`src/design/wpal_pkg.sv`:
```
`timescale 1ns / 1ps
// ------------------------------------------------------------------------
// wpal_pkg
// shared types and constants of the windowed pulse average logger
// ------------------------------------------------------------------------
package wpal_pkg;

    localparam int MAX_AVG     = 64;
    localparam int MAX_RECORDS = 1024;
    localparam int MIN_RECORDS = 1;

    localparam int AVG_W    = 7;
    localparam int ACTIVE_W = 11;
    localparam int CFG_W    = 11;
    localparam int PULSE_W  = 16;
    localparam int SUM_W    = 22;
    localparam int DIR_W    = 8;
    localparam int IDX_W    = 10;
    localparam int REC_W    = 11;
    localparam int STEP_W   = $clog2(SUM_W);

    localparam int FIFO_DEPTH = 2;
    localparam int FIFO_PTR_W = $clog2(FIFO_DEPTH);
    localparam int FIFO_CNT_W = $clog2(FIFO_DEPTH + 1);

    // register indexes
    localparam logic REG_WINDOW_LEN     = 1'b0;
    localparam logic REG_ACTIVE_SAMPLES = 1'b1;

    // input kinds
    localparam logic KIND_PIN  = 1'b0;
    localparam logic KIND_TICK = 1'b1;

    // one closed window waiting for its division
    typedef struct packed {
        logic [SUM_W-1:0] sum;
        logic [AVG_W-1:0] count;
        logic [DIR_W-1:0] direction;
        logic [IDX_W-1:0] index;
        logic             done;
    } job_t;

    typedef struct packed {
        logic empty;
        logic full;
    } fifo_status_t;

    typedef enum logic [1:0] {
        BK_IDLE,
        BK_DIVIDE,
        BK_HOLD
    } back_state_t;

endpackage

```
`src/design/wpal_front.sv`:
```
`timescale 1ns / 1ps
// ------------------------------------------------------------------------
// wpal_front
// accepts items, counts pulses, sums windows and issues division jobs
// ------------------------------------------------------------------------
module wpal_front
    import wpal_pkg::*;
(
    input  logic                clk,
    input  logic                rst_n,
    input  logic                cfg_we,
    input  logic                cfg_index,
    input  logic [CFG_W-1:0]    cfg_data,
    input  logic                accept,
    input  logic                kind,
    input  logic                pin_level,
    input  logic [DIR_W-1:0]    vane_bits,
    output logic                job_push,
    output job_t                job
);

    logic [AVG_W-1:0]    window_len_reg,     window_len_next;
    logic [ACTIVE_W-1:0] active_samples_reg, active_samples_next;
    logic [PULSE_W-1:0]  pulse_count_reg,    pulse_count_next;
    logic [SUM_W-1:0]    speed_sum_reg,      speed_sum_next;
    logic [AVG_W-1:0]    window_count_reg,   window_count_next;
    logic [REC_W-1:0]    record_count_reg,   record_count_next;

    logic [SUM_W-1:0] sum_add;
    logic [AVG_W-1:0] win_add;
    logic [REC_W-1:0] rec_add;
    logic             tick_live;
    logic             window_close;

    // clamped configuration writes
    always_comb
    begin
        window_len_next     = window_len_reg;
        active_samples_next = active_samples_reg;
        if (cfg_we)
        begin
            unique case (cfg_index)
                REG_WINDOW_LEN:
                begin
                    if (cfg_data[AVG_W-1:0] == '0)
                        window_len_next = AVG_W'(1);
                    else if (cfg_data[AVG_W-1:0] > AVG_W'(MAX_AVG))
                        window_len_next = AVG_W'(MAX_AVG);
                    else
                        window_len_next = cfg_data[AVG_W-1:0];
                end
                REG_ACTIVE_SAMPLES:
                begin
                    if (cfg_data[ACTIVE_W-1:0] < ACTIVE_W'(MIN_RECORDS))
                        active_samples_next = ACTIVE_W'(MIN_RECORDS);
                    else if (cfg_data[ACTIVE_W-1:0] > ACTIVE_W'(MAX_RECORDS))
                        active_samples_next = ACTIVE_W'(MAX_RECORDS);
                    else
                        active_samples_next = cfg_data[ACTIVE_W-1:0];
                end
            endcase
        end
    end

    // item classification and window bookkeeping
    always_comb
    begin
        sum_add      = speed_sum_reg + SUM_W'(pulse_count_reg);
        win_add      = window_count_reg + AVG_W'(1);
        rec_add      = record_count_reg + REC_W'(1);
        tick_live    = accept && (kind == KIND_TICK)
                       && (record_count_reg < REC_W'(active_samples_reg));
        window_close = (win_add >= window_len_reg) && (win_add != '0);

        pulse_count_next  = pulse_count_reg;
        speed_sum_next    = speed_sum_reg;
        window_count_next = window_count_reg;
        record_count_next = record_count_reg;
        job_push          = 1'b0;

        job.sum       = sum_add;
        job.count     = win_add;
        job.direction = vane_bits;
        job.index     = record_count_reg[IDX_W-1:0];
        job.done      = (rec_add >= REC_W'(active_samples_reg));

        if (accept && (kind == KIND_PIN) && pin_level)
            pulse_count_next = pulse_count_reg + PULSE_W'(1);

        if (tick_live)
        begin
            pulse_count_next = '0;
            if (window_close)
            begin
                job_push          = 1'b1;
                speed_sum_next    = '0;
                window_count_next = '0;
                record_count_next = rec_add;
            end
            else
            begin
                speed_sum_next    = sum_add;
                window_count_next = win_add;
            end
        end
    end

    // state registers
    always_ff @(posedge clk or negedge rst_n)
    begin
        if (!rst_n)
        begin
            window_len_reg     <= AVG_W'(1);
            active_samples_reg <= ACTIVE_W'(MAX_RECORDS);
            pulse_count_reg    <= '0;
            speed_sum_reg      <= '0;
            window_count_reg   <= '0;
            record_count_reg   <= '0;
        end
        else
        begin
            window_len_reg     <= window_len_next;
            active_samples_reg <= active_samples_next;
            pulse_count_reg    <= pulse_count_next;
            speed_sum_reg      <= speed_sum_next;
            window_count_reg   <= window_count_next;
            record_count_reg   <= record_count_next;
        end
    end

endmodule

```
`src/design/wpal_job_fifo.sv`:
```
`timescale 1ns / 1ps
// ------------------------------------------------------------------------
// wpal_job_fifo
// short queue of division jobs between the front and the back
// ------------------------------------------------------------------------
module wpal_job_fifo
    import wpal_pkg::*;
(
    input  logic         clk,
    input  logic         rst_n,
    input  logic         wr_en,
    input  job_t         wr_job,
    input  logic         rd_en,
    output job_t         rd_job,
    output fifo_status_t status
);

    job_t                  slot_reg [FIFO_DEPTH];
    logic [FIFO_PTR_W-1:0] wr_ptr_reg, wr_ptr_next;
    logic [FIFO_PTR_W-1:0] rd_ptr_reg, rd_ptr_next;
    logic [FIFO_CNT_W-1:0] level_reg,  level_next;
    logic                  do_wr;
    logic                  do_rd;

    // pointer and fill level update
    always_comb
    begin
        status.empty = (level_reg == '0);
        status.full  = (level_reg == FIFO_CNT_W'(FIFO_DEPTH));
        do_wr        = wr_en && !status.full;
        do_rd        = rd_en && !status.empty;
        rd_job       = slot_reg[rd_ptr_reg];

        wr_ptr_next = wr_ptr_reg;
        rd_ptr_next = rd_ptr_reg;
        if (do_wr)
            wr_ptr_next = (wr_ptr_reg == FIFO_PTR_W'(FIFO_DEPTH - 1)) ? '0
                          : wr_ptr_reg + FIFO_PTR_W'(1);
        if (do_rd)
            rd_ptr_next = (rd_ptr_reg == FIFO_PTR_W'(FIFO_DEPTH - 1)) ? '0
                          : rd_ptr_reg + FIFO_PTR_W'(1);

        unique case ({do_wr, do_rd})
            2'b10:   level_next = level_reg + FIFO_CNT_W'(1);
            2'b01:   level_next = level_reg - FIFO_CNT_W'(1);
            default: level_next = level_reg;
        endcase
    end

    // control registers
    always_ff @(posedge clk or negedge rst_n)
    begin
        if (!rst_n)
        begin
            wr_ptr_reg <= '0;
            rd_ptr_reg <= '0;
            level_reg  <= '0;
        end
        else
        begin
            wr_ptr_reg <= wr_ptr_next;
            rd_ptr_reg <= rd_ptr_next;
            level_reg  <= level_next;
        end
    end

    // job storage
    always_ff @(posedge clk)
    begin
        if (do_wr)
            slot_reg[wr_ptr_reg] <= wr_job;
    end

endmodule

```
`src/design/wpal_back.sv`:
```
`timescale 1ns / 1ps
// ------------------------------------------------------------------------
// wpal_back
// serial restoring divider and result register
// ------------------------------------------------------------------------
module wpal_back
    import wpal_pkg::*;
(
    input  logic                clk,
    input  logic                rst_n,
    input  logic                job_valid,
    input  job_t                job,
    output logic                job_pop,
    input  logic                pop,
    output logic                empty,
    output logic [PULSE_W-1:0]  mean_speed,
    output logic [DIR_W-1:0]    direction,
    output logic [IDX_W-1:0]    record_index,
    output logic                capture_done
);

    back_state_t         state_reg, state_next;
    logic [STEP_W-1:0]   step_reg,  step_next;
    logic                out_valid_reg, out_valid_next;

    logic [SUM_W-1:0]    quo_reg, quo_next;
    logic [AVG_W-1:0]    rem_reg, rem_next;
    logic [AVG_W-1:0]    divisor_reg, divisor_next;
    logic [DIR_W-1:0]    dir_reg, dir_next;
    logic [IDX_W-1:0]    idx_reg, idx_next;
    logic                done_reg, done_next;

    logic [PULSE_W-1:0]  mean_reg, mean_next;
    logic [DIR_W-1:0]    out_dir_reg, out_dir_next;
    logic [IDX_W-1:0]    out_idx_reg, out_idx_next;
    logic                out_done_reg, out_done_next;

    logic [AVG_W:0]      trial;
    logic [AVG_W:0]      diff;
    logic [SUM_W-1:0]    quo_step;
    logic [AVG_W-1:0]    rem_step;
    logic                slot_free;
    logic                load_out;
    logic [PULSE_W-1:0]  load_mean;

    // one quotient bit per cycle
    always_comb
    begin
        trial = {rem_reg, quo_reg[SUM_W-1]};
        diff  = trial - {1'b0, divisor_reg};
        if (trial >= {1'b0, divisor_reg})
        begin
            rem_step = diff[AVG_W-1:0];
            quo_step = {quo_reg[SUM_W-2:0], 1'b1};
        end
        else
        begin
            rem_step = trial[AVG_W-1:0];
            quo_step = {quo_reg[SUM_W-2:0], 1'b0};
        end
    end

    // sequencer and result register control
    always_comb
    begin
        slot_free    = !out_valid_reg || pop;
        state_next   = state_reg;
        step_next    = step_reg;
        quo_next     = quo_reg;
        rem_next     = rem_reg;
        divisor_next = divisor_reg;
        dir_next     = dir_reg;
        idx_next     = idx_reg;
        done_next    = done_reg;
        job_pop      = 1'b0;
        load_out     = 1'b0;
        load_mean    = quo_reg[PULSE_W-1:0];

        unique case (state_reg)
            BK_IDLE:
            begin
                if (job_valid)
                begin
                    job_pop      = 1'b1;
                    quo_next     = job.sum;
                    rem_next     = '0;
                    divisor_next = job.count;
                    dir_next     = job.direction;
                    idx_next     = job.index;
                    done_next    = job.done;
                    step_next    = '0;
                    state_next   = BK_DIVIDE;
                end
            end
            BK_DIVIDE:
            begin
                quo_next  = quo_step;
                rem_next  = rem_step;
                step_next = step_reg + STEP_W'(1);
                if (step_reg == STEP_W'(SUM_W - 1))
                begin
                    if (slot_free)
                    begin
                        load_out   = 1'b1;
                        load_mean  = quo_step[PULSE_W-1:0];
                        state_next = BK_IDLE;
                    end
                    else
                    begin
                        state_next = BK_HOLD;
                    end
                end
            end
            BK_HOLD:
            begin
                if (slot_free)
                begin
                    load_out   = 1'b1;
                    state_next = BK_IDLE;
                end
            end
            default:
            begin
                state_next = BK_IDLE;
            end
        endcase

        mean_next     = load_out ? load_mean : mean_reg;
        out_dir_next  = load_out ? dir_reg   : out_dir_reg;
        out_idx_next  = load_out ? idx_reg   : out_idx_reg;
        out_done_next = load_out ? done_reg  : out_done_reg;
        if (load_out)
            out_valid_next = 1'b1;
        else if (pop)
            out_valid_next = 1'b0;
        else
            out_valid_next = out_valid_reg;
    end

    // control registers
    always_ff @(posedge clk or negedge rst_n)
    begin
        if (!rst_n)
        begin
            state_reg     <= BK_IDLE;
            step_reg      <= '0;
            out_valid_reg <= 1'b0;
        end
        else
        begin
            state_reg     <= state_next;
            step_reg      <= step_next;
            out_valid_reg <= out_valid_next;
        end
    end

    // payload registers
    always_ff @(posedge clk)
    begin
        quo_reg      <= quo_next;
        rem_reg      <= rem_next;
        divisor_reg  <= divisor_next;
        dir_reg      <= dir_next;
        idx_reg      <= idx_next;
        done_reg     <= done_next;
        mean_reg     <= mean_next;
        out_dir_reg  <= out_dir_next;
        out_idx_reg  <= out_idx_next;
        out_done_reg <= out_done_next;
    end

    assign empty        = !out_valid_reg;
    assign mean_speed   = mean_reg;
    assign direction    = out_dir_reg;
    assign record_index = out_idx_reg;
    assign capture_done = out_done_reg;

endmodule

```
`src/design/windowed_pulse_average_logger_core.sv`:
```
`timescale 1ns / 1ps
// ------------------------------------------------------------------------
// windowed_pulse_average_logger_core
// anemometer pulse counter with boxcar averaging of wind speed records
// ------------------------------------------------------------------------
// Usage:
//   Input items (kind, pin_level, vane_bits) are pushed with push while
//   full is low. A pin change item with pin_level high bumps the pulse
//   count; a sample tick folds the count into the current window and,
//   once the window length in ticks is reached, closes it as one record.
//   Records leave through empty/pop: the oldest record is on the result
//   ports while empty is low and goes away on pop.
//   The front takes one item per cycle while full is low. A closed window
//   is queued (two deep) for the back, where a serial restoring divider
//   makes one quotient bit per cycle. A record goes from the queue through
//   the divider into the result register, which drives the result ports.
//   full rises only while the job queue holds two records; when pop
//   stalls, one record waits in the result register, one in the divider
//   and two in the queue before full blocks further items.
//   Reset sets the window length to 1, active_samples to 1024, clears all
//   counters and empties the queue and the result register. Configuration
//   writes (cfg_we, cfg_index, cfg_data) take effect at once and are clamped.
// ------------------------------------------------------------------------
module windowed_pulse_average_logger_core
    import wpal_pkg::*;
(
    input  logic                clk,
    input  logic                rst_n,
    input  logic                cfg_we,
    input  logic                cfg_index,
    input  logic [CFG_W-1:0]    cfg_data,
    input  logic                push,
    output logic                full,
    input  logic                kind,
    input  logic                pin_level,
    input  logic [DIR_W-1:0]    vane_bits,
    output logic                empty,
    input  logic                pop,
    output logic [PULSE_W-1:0]  mean_speed,
    output logic [DIR_W-1:0]    direction,
    output logic [IDX_W-1:0]    record_index,
    output logic                capture_done
);

    logic         accept;
    logic         job_push;
    logic         job_pop;
    job_t         front_job;
    job_t         queued_job;
    fifo_status_t fifo_status;

    assign full   = fifo_status.full;
    assign accept = push && !fifo_status.full;

    // front: item classification and window sums
    wpal_front u_front (
        .clk       (clk),
        .rst_n     (rst_n),
        .cfg_we    (cfg_we),
        .cfg_index (cfg_index),
        .cfg_data  (cfg_data),
        .accept    (accept),
        .kind      (kind),
        .pin_level (pin_level),
        .vane_bits (vane_bits),
        .job_push  (job_push),
        .job       (front_job)
    );

    // queue of closed windows
    wpal_job_fifo u_fifo (
        .clk    (clk),
        .rst_n  (rst_n),
        .wr_en  (job_push),
        .wr_job (front_job),
        .rd_en  (job_pop),
        .rd_job (queued_job),
        .status (fifo_status)
    );

    // back: division and result register
    wpal_back u_back (
        .clk          (clk),
        .rst_n        (rst_n),
        .job_valid    (!fifo_status.empty),
        .job          (queued_job),
        .job_pop      (job_pop),
        .pop          (pop),
        .empty        (empty),
        .mean_speed   (mean_speed),
        .direction    (direction),
        .record_index (record_index),
        .capture_done (capture_done)
    );

    // a job is only issued into a queue with room
    assert property (@(posedge clk) disable iff (!rst_n)
        job_push |-> !fifo_status.full)
        else $error("job issued into a full queue");

    // the back only picks up a job that is queued
    assert property (@(posedge clk) disable iff (!rst_n)
        job_pop |-> !fifo_status.empty)
        else $error("job taken from an empty queue");

    // a closed window never holds zero ticks
    assert property (@(posedge clk) disable iff (!rst_n)
        job_push |-> (front_job.count != '0))
        else $error("record with an empty window");

    // a waiting record leaves only on pop
    assert property (@(posedge clk) disable iff (!rst_n)
        (empty && !$past(empty) && !$past(pop)) |-> 1'b0)
        else $error("record vanished without pop");

endmodule

```
`config.mk`:
```
export PLATFORM = sky130hd
export DESIGN_NAME = windowed_pulse_average_logger_core
export DESIGN_NICKNAME = d
export VERILOG_FILES = /design/src/design/wpal_pkg.sv /design/src/design/wpal_front.sv /design/src/design/wpal_job_fifo.sv /design/src/design/wpal_back.sv /design/src/design/windowed_pulse_average_logger_core.sv
export SDC_FILE = /design/constraint.sdc
export NUM_CORES = 1
export LEC_CHECK = 0
export BUFFER_PORTS_ARGS = -buffer_cell sky130_fd_sc_hd__buf_2
export CORE_MARGIN = 5
export CORE_UTILIZATION = 40
export DETAILED_ROUTE_END_ITERATION = 16
export GPL_ROUTABILITY_DRIVEN = 0
export RECOVER_POWER = 100
export SLEW_MARGIN = 20
export SYNTH_ARGS = -nofsm -noshare
export SYNTH_HDL_FRONTEND = slang
export SYNTH_SLANG_ARGS = --single-unit
export TNS_END_PERCENT = 100
```
`constraint.sdc`:
```
create_clock -name clk -period 11.2 [get_ports clk]
set_input_delay 0.56 -clock clk [delete_from_list [all_inputs] [get_ports clk]]
set_output_delay 0.56 -clock clk [all_outputs]
set_load 0.01 [all_outputs]
```
==> results of run 1 <==
[layer usage]
metal	part of all wire	up-vias	wire length, um
li1	-	3712	-
met1	0.49	3560	11200
met2	0.45	122	10300
met3	0.045	36	1040
met4	0.018	0	413
met5	0	-	0
[layout make-up]
cell class	count	share of cell area
Tap cell	396	0.0352
Multi-Input combinational cell	640	0.312
Inverter	41	0.0109
Sequential cell	272	0.550
Clock inverter	21	0.0180
Timing Repair Buffer	72	0.0215
Clock buffer	33	0.0526
[through the flow]
step	instances	total power, mW	setup slack, ns	utilization	instance area [um^2]
floorplan	980	2.25	6.44	-	12400
global placement	1420	2.50	6.99	0.431	13200
finish	1475	3.46	4.91	0.460	14100
detailed placement	1420	2.52	6.95	0.431	13200
CTS	1475	3.51	6.93	0.464	14200
global route	1475	3.70	4.14	0.460	14100
[worst paths after layout]
path,cells past startpoint,slack [ns],end,startpoint
max in group asynchronous,3,6.54,u_front.speed_sum_reg[15],rst_n
min in group asynchronous,2,1.03,u_front.active_samples_reg[2],rst_n
worst min-delay path,1,0.19,u_fifo.slot_reg[0][11],vane_bits[0]
worst min register to register,0,0.42,u_back.direction[7],u_back.dir_reg[7]
worst max register to register,13,4.91,u_fifo.slot_reg[0][6],u_front.window_count_reg[0]
worst max-delay path,13,4.91,u_fifo.slot_reg[0][6],u_front.window_count_reg[0]
[where the power goes]
part / total [mW] / internal (mW) / switching, mW
combinational: 0.915 / 0.353 / 0.562
clock: 0.979 / 0.593 / 0.386
sequential: 1.57 / 1.44 / 0.125
[cell families (layout without fill, tap and decap cells)]
kind of cell,count (synthesis),count (layout),synth area share
compound gates,167,167,0.0814
fa+ha+maj,63,63,0.0647
xor+xnor,65,65,0.0459
mux,70,70,0.0608
buf+inv,68,167,0.0215
flops,272,272,0.624
simple gates,275,275,0.102
[timing repair]
item	in CTS	in global routing
buffers inserted	0	0
endpoints found under the hold margin	29	0
hold buffers	1	0
[layout by cell type, fill, tap and decap left out, drive strengths merged, types with 3 or more instances in the layout]
master,count
a2111oi,4
a211oi,6
a21boi,3
a21o,4
a21oi,44
a22o,12
and3,10
buf,19
bufinv,5
clkbuf,85
clkinv,10
clkinvlp,4
dfrtp,84
edfxtp,186
ha,61
inv,43
mux2,43
mux2i,27
nand2,107
nand2b,20
nand3,27
nand4,9
nor2,73
nor2b,7
nor3,5
o211ai,3
o21a,4
o21ai,67
o31ai,6
or2,3
or3,3
xnor2,37
xor2,28
==> impl_metrics.toml, run 1 <==
[timing]
setup_tns_ns = 0
finClkSkew_ns = 0.0266
hold_viol = 0
finalMaxSlewViolations = 336
hold_slack_ns = 0.187
max_slew.worst_pin.slew_ns = 3.00
period_minus_slack_ns = 6.29
slew_headroom = -0.997
finalCritPeriodShare = 0.561
rsz0062_at_grt = "false"
max_freq_mhz = 159
setup_viol = 0

[drt]
antenna_left = 0
routedWlPerCell_um = 15.6
drtIter0Drc = 372
drcViolationCount = 0
drt-vias-per-instance = 5.04
routed_wl_um = 23000
vias = 7430
first_pass_iters = 4

[finish]
drive_gt1_frac = 0.101
largest_register_ff_count = 96
syn_to_final_growth_pct = 13.4
multi_input_area_um2 = 4390
num-nets-final = 1146
fillers = 2770
antenna_cells = 0
seq_area_um2 = 7740

[worst_hold_path]
hp-class = "input port to flip-flop"

[synth]
synth_flop_cell = "edfxtp_1"
yosysWarnings = 0
syn-num-nets = 1070
netlist_instances = 980
ys_seq_elements = 272
ys_top_cells_by_count = "186 x edfxtp_1, 106 x nand2_1, 84 x dfrtp_1"
synth_cell_type_count = 61
synth_edf_count = 186
synthTopCellsByArea = "edfxtp_1 45%, dfrtp_1 17%, ha_1 6.2%"
syn_area_um2 = 12400
post-synth-top-count-cell = "edfxtp_1"
synth_top_area_frac = 0.450
yosys.area.top_type = "edfxtp_1"
seq_area_frac_synth = 0.624
async_flop_share = 0.316
syn_area_per_cell_um2 = 12.7

[setup_path]
required_ns = 11.36
slowest_delay_ns = 1.50
startpoint_type = "flip-flop"
cp_slowest_cell = "nor2_1"
cp_max_fo = 25
crit_top_cell = "nor2_1"
endpoint_kind = "flip-flop"
crit_buf_inv = 2
crit_chain = "ha_1 > nand2_1 > nor2_1 > xnor2_1 > ha_1 > nand2_1 > o21ai_0 > a21oi_1 > or2_0 > nor2_1 > inv_1 > nor2_1 > clkbuf_1"
critPathTopFamily = "simple AND/OR/NAND/NOR gates"
cp.arrival_ns = 6.45
path_class = "flip-flop to flip-flop"

[pwr]
power_leakage_nw = 5.57
power_density_nw_per_um2 = 246
max-vdd-ir-drop_v = 0.000159

[clock_network]
post_cts_resized = 0
clock_latency_ns = 0.56
cts.htree.levels = 1
clock_path_buffers = 3
clkTransAtPathRegs_ns = 0.06
numCtsBuffers = 29
clock-sinks = 272
cts-root-buf = "clkbuf_16"
tritoncts = "done"

[global_routing]
gr-usage-met3 = 0.0254
use_met1 = 0.197
grt_pass1_vias = 7565
grt_max_degree = 58
antenna_found_initial = 0
use_met2 = 0.216
grt_pass1_wl_um = 38700
grt_usage = 0.137
grt_overflow_total = 0
busiest_layer = "met2"

[floorplanning]
dieArea_um2 = 34600
core-area_um2 = 30600
start_util = 0.406
die_y_um = 186
dieWidth_um = 186
num_rows = 64
io_pins = 64

[status]
violations = "max-capacitance violations, max-slew violations"
status = "finished, violations left"

[place]
io_buffers = 63
hpwlAfterDp_um = 15900

[run]
maxCapViolations = 10
Power figures use the tool's default switching activity.
==> run 2, diff against run 1 <==
--- a/config.mk
+++ b/config.mk
@@ -5,6 +5,7 @@
 export SDC_FILE = /design/constraint.sdc
 export NUM_CORES = 1
 export LEC_CHECK = 0
+export ABC_AREA = 1
 export BUFFER_PORTS_ARGS = -buffer_cell sky130_fd_sc_hd__buf_2
 export CORE_MARGIN = 5
 export CORE_UTILIZATION = 40
==> constraint.sdc (replaced) <==
create_clock -name clk -period 6.6 [get_ports clk]
set_input_delay 0.33 -clock clk [delete_from_list [all_inputs] [get_ports clk]]
set_output_delay 0.33 -clock clk [all_outputs]
set_load 0.01 [all_outputs]
==> run 2 against run 1 <==
The run still ends with max-capacitance violations, max-slew violations left. Global-route usage grew 1.2 points. Synthesized cell count grew 38%. First-iteration DRC count increased by 42%. Core utilization decreased by 0.28 points. Synthesized area is 5.2% higher. Non-clock buffer count rose by 8. Worst hold slack got worse by 0.14 ns. Combinational power rose by 62%. Largest cell class unchanged. Highest routed layer unchanged.
==> impl_metrics.toml, run 2 <==
[setup_path]
reg2reg_depth = 9
cp.arrival_ns = 4.88
cp-endpoint = "u_back.mean_speed[3]"
startpoint_type = "flip-flop"
path_class = "flip-flop to flip-flop"
crit_chain = "inv_1 > ha_1 > clkbuf_1 > inv_1 > nor3_1 > clkbuf_1 > inv_1 > nand2_1 > o21ai_0"
path_depth = 9
required_ns = 6.87
slowest_delay_ns = 1.44
endpoint_kind = "flip-flop"
reg2reg_slack_ns = 1.99
timing.rr.end = "u_back.mean_speed[3]"
startpoint = "u_back.state_reg[1]"
crit_buf_inv = 5
critPathTopFamily = "buffers and inverters"
cp_slowest_cell = "clkbuf_1"
reg2reg_from = "u_back.state_reg[1]"
cp_max_fo = 44
crit_top_cell = "inv_1"

[floorplanning]
num_rows = 66
start_util = 0.403
io_pins = 64
dieArea_um2 = 36400
core-area_um2 = 32400
die_y_um = 191
dieWidth_um = 191

[finish]
layout_commonest_cell = "nand2_1"
layout.cells.non_filler = 1897
largest_register_ff_count = 96
syn_to_final_growth_pct = 13.4
antenna_cells = 0
num-nets-final = 1522
final_area_um2 = 14800
final_cell_mix = "440 x nand2_1, 186 x edfxtp_1, 141 x inv_1"
drive_gt1_frac = 0.0605

[drt]
drt-vias-per-instance = 4.81
routedWlPerCell_um = 14.1
drtIter0Drc = 528
vias = 9117
drcViolationCount = 0
routed_wl_um = 26700
antenna_left = 0
first_pass_iters = 4

[clock_network]
clock_path_buffers = 3
cts-root-buf = "clkbuf_16"
clock-sinks = 272
clkTransAtPathRegs_ns = 0.06
clock_latency_ns = 0.54
post-cts-setup-buffers = 0
cts.htree.levels = 1
tritoncts = "done"
numCtsBuffers = 29

[synth]
muxShareOfSynthArea = 0.000767
yosysWarnings = 0
synth_top_family_by_area = "simple AND/OR/NAND/NOR gates"
synth-compound-area-share = 0.0642
syn_area_per_cell_um2 = 9.68
syn_area_um2 = 13100
synth_flop_cell = "edfxtp_1"
yosys.area_share.simple = 0.203
syn-num-nets = 1438
synth_fa_ha_area_frac = 0.0615
async_flop_share = 0.316
synth-xor-area-share = 0.0228
ys_seq_elements = 272
yosys.area.top_type = "edfxtp_1"
synth_edf_count = 186
synthTopCellsByArea = "edfxtp_1 43%, dfrtp_1 16%, nand2_1 13%"
post-synth-top-count-cell = "nand2_1"
netlist_instances = 1348
synth_cell_type_count = 46
synth_top_area_frac = 0.428
seq_area_frac_synth = 0.593
ys_top_cells_by_count = "437 x nand2_1, 186 x edfxtp_1, 138 x inv_1"

[worst_hold_path]
worstHoldStart = "cfg_data[9]"
hp-class = "input port to flip-flop"

[run]
maxCapViolations = 3

[timing]
finalMaxSlewViolations = 110
hold_slack_ns = 0.0488
max_slew.worst_pin.slew_ns = 2.64
setup_tns_ns = 0
finClkSkew_ns = 0.0111
slew_headroom = -0.760
hold_viol = 0
period_minus_slack_ns = 4.61
rsz0062_at_grt = "false"
finalCritPeriodShare = 0.698
max_freq_mhz = 217
setup_viol = 0

[pwr]
power_leakage_nw = 6.58
power_density_nw_per_um2 = 375
max-vdd-ir-drop_v = 0.000255

[global_routing]
grt_pass1_wl_um = 44900
grt_pass1_vias = 8979
grt_max_degree = 49
grt_usage = 0.148
grt_overflow_total = 0
antenna_found_initial = 0

[place]
placed_area_um2 = 13900
placedCellCount = 1833
hpwlAfterDp_um = 18700
io_buffers = 63

[status]
violations = "max-capacitance violations, max-slew violations"
status = "finished, violations left"
run 2: tightest hold or removal path, stage by stage:
cell and delay [ns]:
buf_2 0.10, nand2_1 0.06, o21ai_0 0.06
run 2: metrics by stage:
| stage | util | power [mW] | worst slack, ns |
|---|---|---|---|
| final | 0.457 | 5.55 | 1.99 |
| after global routing | 0.457 | 5.92 | 1.41 |
| after CTS | 0.461 | 5.64 | 2.42 |
| after detailed placement | 0.428 | 4.00 | 2.44 |
| after global placement | 0.428 | 3.95 | 2.50 |
| after floorplan | - | 3.59 | 2.14 |
run 2: worst min path at each step:
| stage | cells past startpoint | end | slack [ns] |
|---|---|---|---|
| finish | 3 | u_front.active_samples_reg[9] | 0.05 |
| global route | 3 | u_front.active_samples_reg[9] | 0.05 |
| CTS | 3 | u_front.active_samples_reg[9] | 0.02 |
| detailed placement | 1 | u_back.step_reg[0] | 0.39 |
| global placement | 1 | u_back.step_reg[0] | 0.39 |
| floorplan | 0 | u_back.out_valid_reg | 0.03 |
run 2: per-layer routing:
| metal | track usage | part of all wire | up-vias | wire (um) |
|---|---|---|---|---|
| li1 | - | - | 4634 | - |
| met1 | 0.207 | 0.48 | 4286 | 12900 |
| met2 | 0.247 | 0.46 | 150 | 12200 |
| met3 | 0.0196 | 0.039 | 47 | 1040 |
| met4 | 0.0378 | 0.021 | 0 | 551 |
| met5 | 0 | 0 | - | 0 |
run 2: cells by family after synthesis:
logic type,after synthesis
AND/OR/NAND/NOR,646
XOR/XNOR,34
multiplexers,1
buffers and inverters,179
adder cells (fa/ha/maj),63
AO/OA/AOI/OAI,153
flip-flops,272
run 2: report_power, final:
part           total (mW)  internal, mW  switching [mW]
clock                1.60         0.952           0.652
sequential           2.47          2.31           0.155
combinational        1.48         0.469            1.01
run 2: area by class of cell:
class,count,area (um^2)
clock buffers,38,821
repair buffers,80,399
multi-input cells,897,4580
fillers,3098,17600
inverters,152,573
well taps,442,553
flip-flops and latches,272,7740
clock inverters,16,139
run 2: repair_timing:
| action | 4_1_cts | 5_1_grt |
|---|---|---|
| hold buffers | 10 | 0 |
| gates resized for setup | 0 | 0 |
| hold endpoints to repair | 58 | 0 |
==> run 3, diff against run 2 <==
==> constraint.sdc (replaced) <==
create_clock -name clk -period 3.8 [get_ports clk]
set_input_delay 0.19 -clock clk [delete_from_list [all_inputs] [get_ports clk]]
set_output_delay 0.19 -clock clk [all_outputs]
set_load 0.01 [all_outputs]
==> run 3 against run 2 <==
Core utilization grew 0.59 points. Sequential cell count unchanged. Worst hold slack improved by 0.045 ns. Sequential power grew 74%. Largest cell class unchanged. Non-clock buffer count up 19. Clock power increased by 76%. Clock-buffer cell count fell by 2. The flow still finishes with violations (max-capacitance violations, max-slew violations). Clock skew increased by 0.0021 ns.
==> impl_metrics.toml, run 3 (synthesized netlist as in run 2, its figures left out) <==
[status]
status = "finished, violations left"
violations = "max-capacitance violations, max-slew violations"

[drt]
first_pass_iters = 7
routed_wl_um = 26900
drcViolationCount = 0
antenna_left = 0
drtIter0Drc = 549
drt-vias-per-instance = 4.82
vias = 9233
routedWlPerCell_um = 14.0

[global_routing]
grt_usage = 0.151
antenna_found_initial = 0
grt_pass1_vias = 9191
grt_pass1_wl_um = 45400
use_met1 = 0.211
grt_overflow_total = 0
busiest_layer = "met2"
grt_max_degree = 58
use_met2 = 0.251
gr-usage-met3 = 0.0179

[place]
hpwlAfterDp_um = 18700
placedCellCount = 1837
placed_area_um2 = 13900
place_ws_ns = 0.509
io_buffers = 63

[timing]
hold_viol = 0
period_minus_slack_ns = 3.36
fin_ws_ns = 0.438
setup_tns_ns = 0
finalCritPeriodShare = 0.885
finClkSkew_ns = 0.0133
setup_viol = 0
hold_slack_ns = 0.0935
finalMaxSlewViolations = 193
max_slew.worst_pin.slew_ns = 1.94
max_freq_mhz = 297
rsz0062_at_grt = "false"
slew_headroom = -0.292

[clock_network]
clock_latency_ns = 0.54
clock_path_buffers = 3
cts-root-buf = "clkbuf_16"
cts.htree.levels = 1
tritoncts = "done"
clock-sinks = 272
numCtsBuffers = 29
clkTransAtPathRegs_ns = 0.06

[run]
maxCapViolations = 5

[setup_path]
crit_chain = "inv_1 > ha_1 > a21o_1 > nor2_1 > nand4_4 > clkbuf_2 > nor2_4 > nand2_1 > inv_1 > buf_6"
startpoint_type = "flip-flop"
path_class = "flip-flop to flip-flop"
endpoint_kind = "flip-flop"
cp_max_fo = 48
cp_slowest_cell = "clkbuf_2"
slowest_delay_ns = 0.53
cp.arrival_ns = 3.53
crit_buf_inv = 4
crit_top_cell = "inv_1"
required_ns = 3.97
critPathTopFamily = "buffers and inverters"

[pwr]
combPwrFrac = 0.266
pwr-share-clk = 0.289
switching_share = 0.323
power_switching_mw = 3.14
max-vdd-ir-drop_v = 0.000395
power_density_nw_per_um2 = 647
power_leakage_nw = 6.59
power_frac_seq = 0.444
p_int_mw = 6.57

[floorplanning]
io_pins = 64
start_util = 0.403
dieArea_um2 = 36400
core-area_um2 = 32400
dieWidth_um = 191
num_rows = 66
die_y_um = 191

[finish]
syn_to_final_growth_pct = 14.8
layout_commonest_cell = "nand2_1"
largest_register_ff_count = 96
final_cell_mix = "441 x nand2_1, 186 x edfxtp_1, 142 x inv_1"
num-nets-final = 1541
antenna_cells = 0
layout.cells.non_filler = 1916
final_area_um2 = 15000
drive_gt1_frac = 0.0583
fillers = 3107

[worst_hold_path]
hp-class = "input port to flip-flop"
## run 3: worst reg2reg max path: cells and delay by family, from the launching register on
kind / cells / cell delay (ns)
compound gates: 1 / 0.16
simple gates: 4 / 0.90
flops: 1 / 0.51
buf+inv: 4 / 1.09
fa+ha+maj: 1 / 0.30
## run 3: repair_timing
action,in CTS,in global routing
setup buffers,0,0
gates resized for setup,0,0
hold endpoints to repair,90,0
hold buffers,25,0
## run 3: power groups by stage
stage	Clock, mW	Sequential (mW)	Combinational, mW
final	2.81	4.31	2.59
after global routing	3.01	4.38	3.01
after CTS	2.90	4.30	2.67
after detailed placement	0	4.36	2.64
after global placement	0	4.34	2.57
after floorplan	0	4.28	1.95
## run 3: worst paths after layout
kind | cells past startpoint | slack (ns) | from | to
min | 5 | 0.09 | pin_level | u_front.pulse_count_reg[15]
min in group asynchronous | 2 | 0.58 | rst_n | u_back.step_reg[2]
min reg2reg | 0 | 0.42 | u_back.dir_reg[4] | u_back.direction[4]
max | 10 | 0.44 | u_front.active_samples_reg[10] | u_fifo.slot_reg[0][46]
max reg2reg | 10 | 0.44 | u_front.active_samples_reg[10] | u_fifo.slot_reg[0][46]
max in group asynchronous | 3 | 1.04 | rst_n | u_front.window_len_reg[6]
## run 3: metal layers
metal | vias to the layer above | routed length, um | part of all wire
li1 | 4677 | - | -
met1 | 4348 | 12900 | 0.48
met2 | 166 | 12400 | 0.46
met3 | 42 | 1090 | 0.041
met4 | 0 | 517 | 0.019
met5 | - | 0 | 0
## run 3: final cells by class
class / count / area (um^2) / area share
timing repair buffer: 99 / 579 / 0.0386
clock buffer: 36 / 762 / 0.0508
tap: 442 / 553 / 0.0369
sequential: 272 / 7740 / 0.516
inverter: 152 / 572 / 0.0381
clock inverter: 18 / 195 / 0.0130
multi-input combinational: 897 / 4590 / 0.306
## run 3: through the flow
step | util | power (mW)
finish | 0.463 | 9.71
CTS | 0.467 | 9.87
detailed placement | 0.430 | 7.00
floorplan | - | 6.23
global placement | 0.430 | 6.91
global route | 0.463 | 10.4
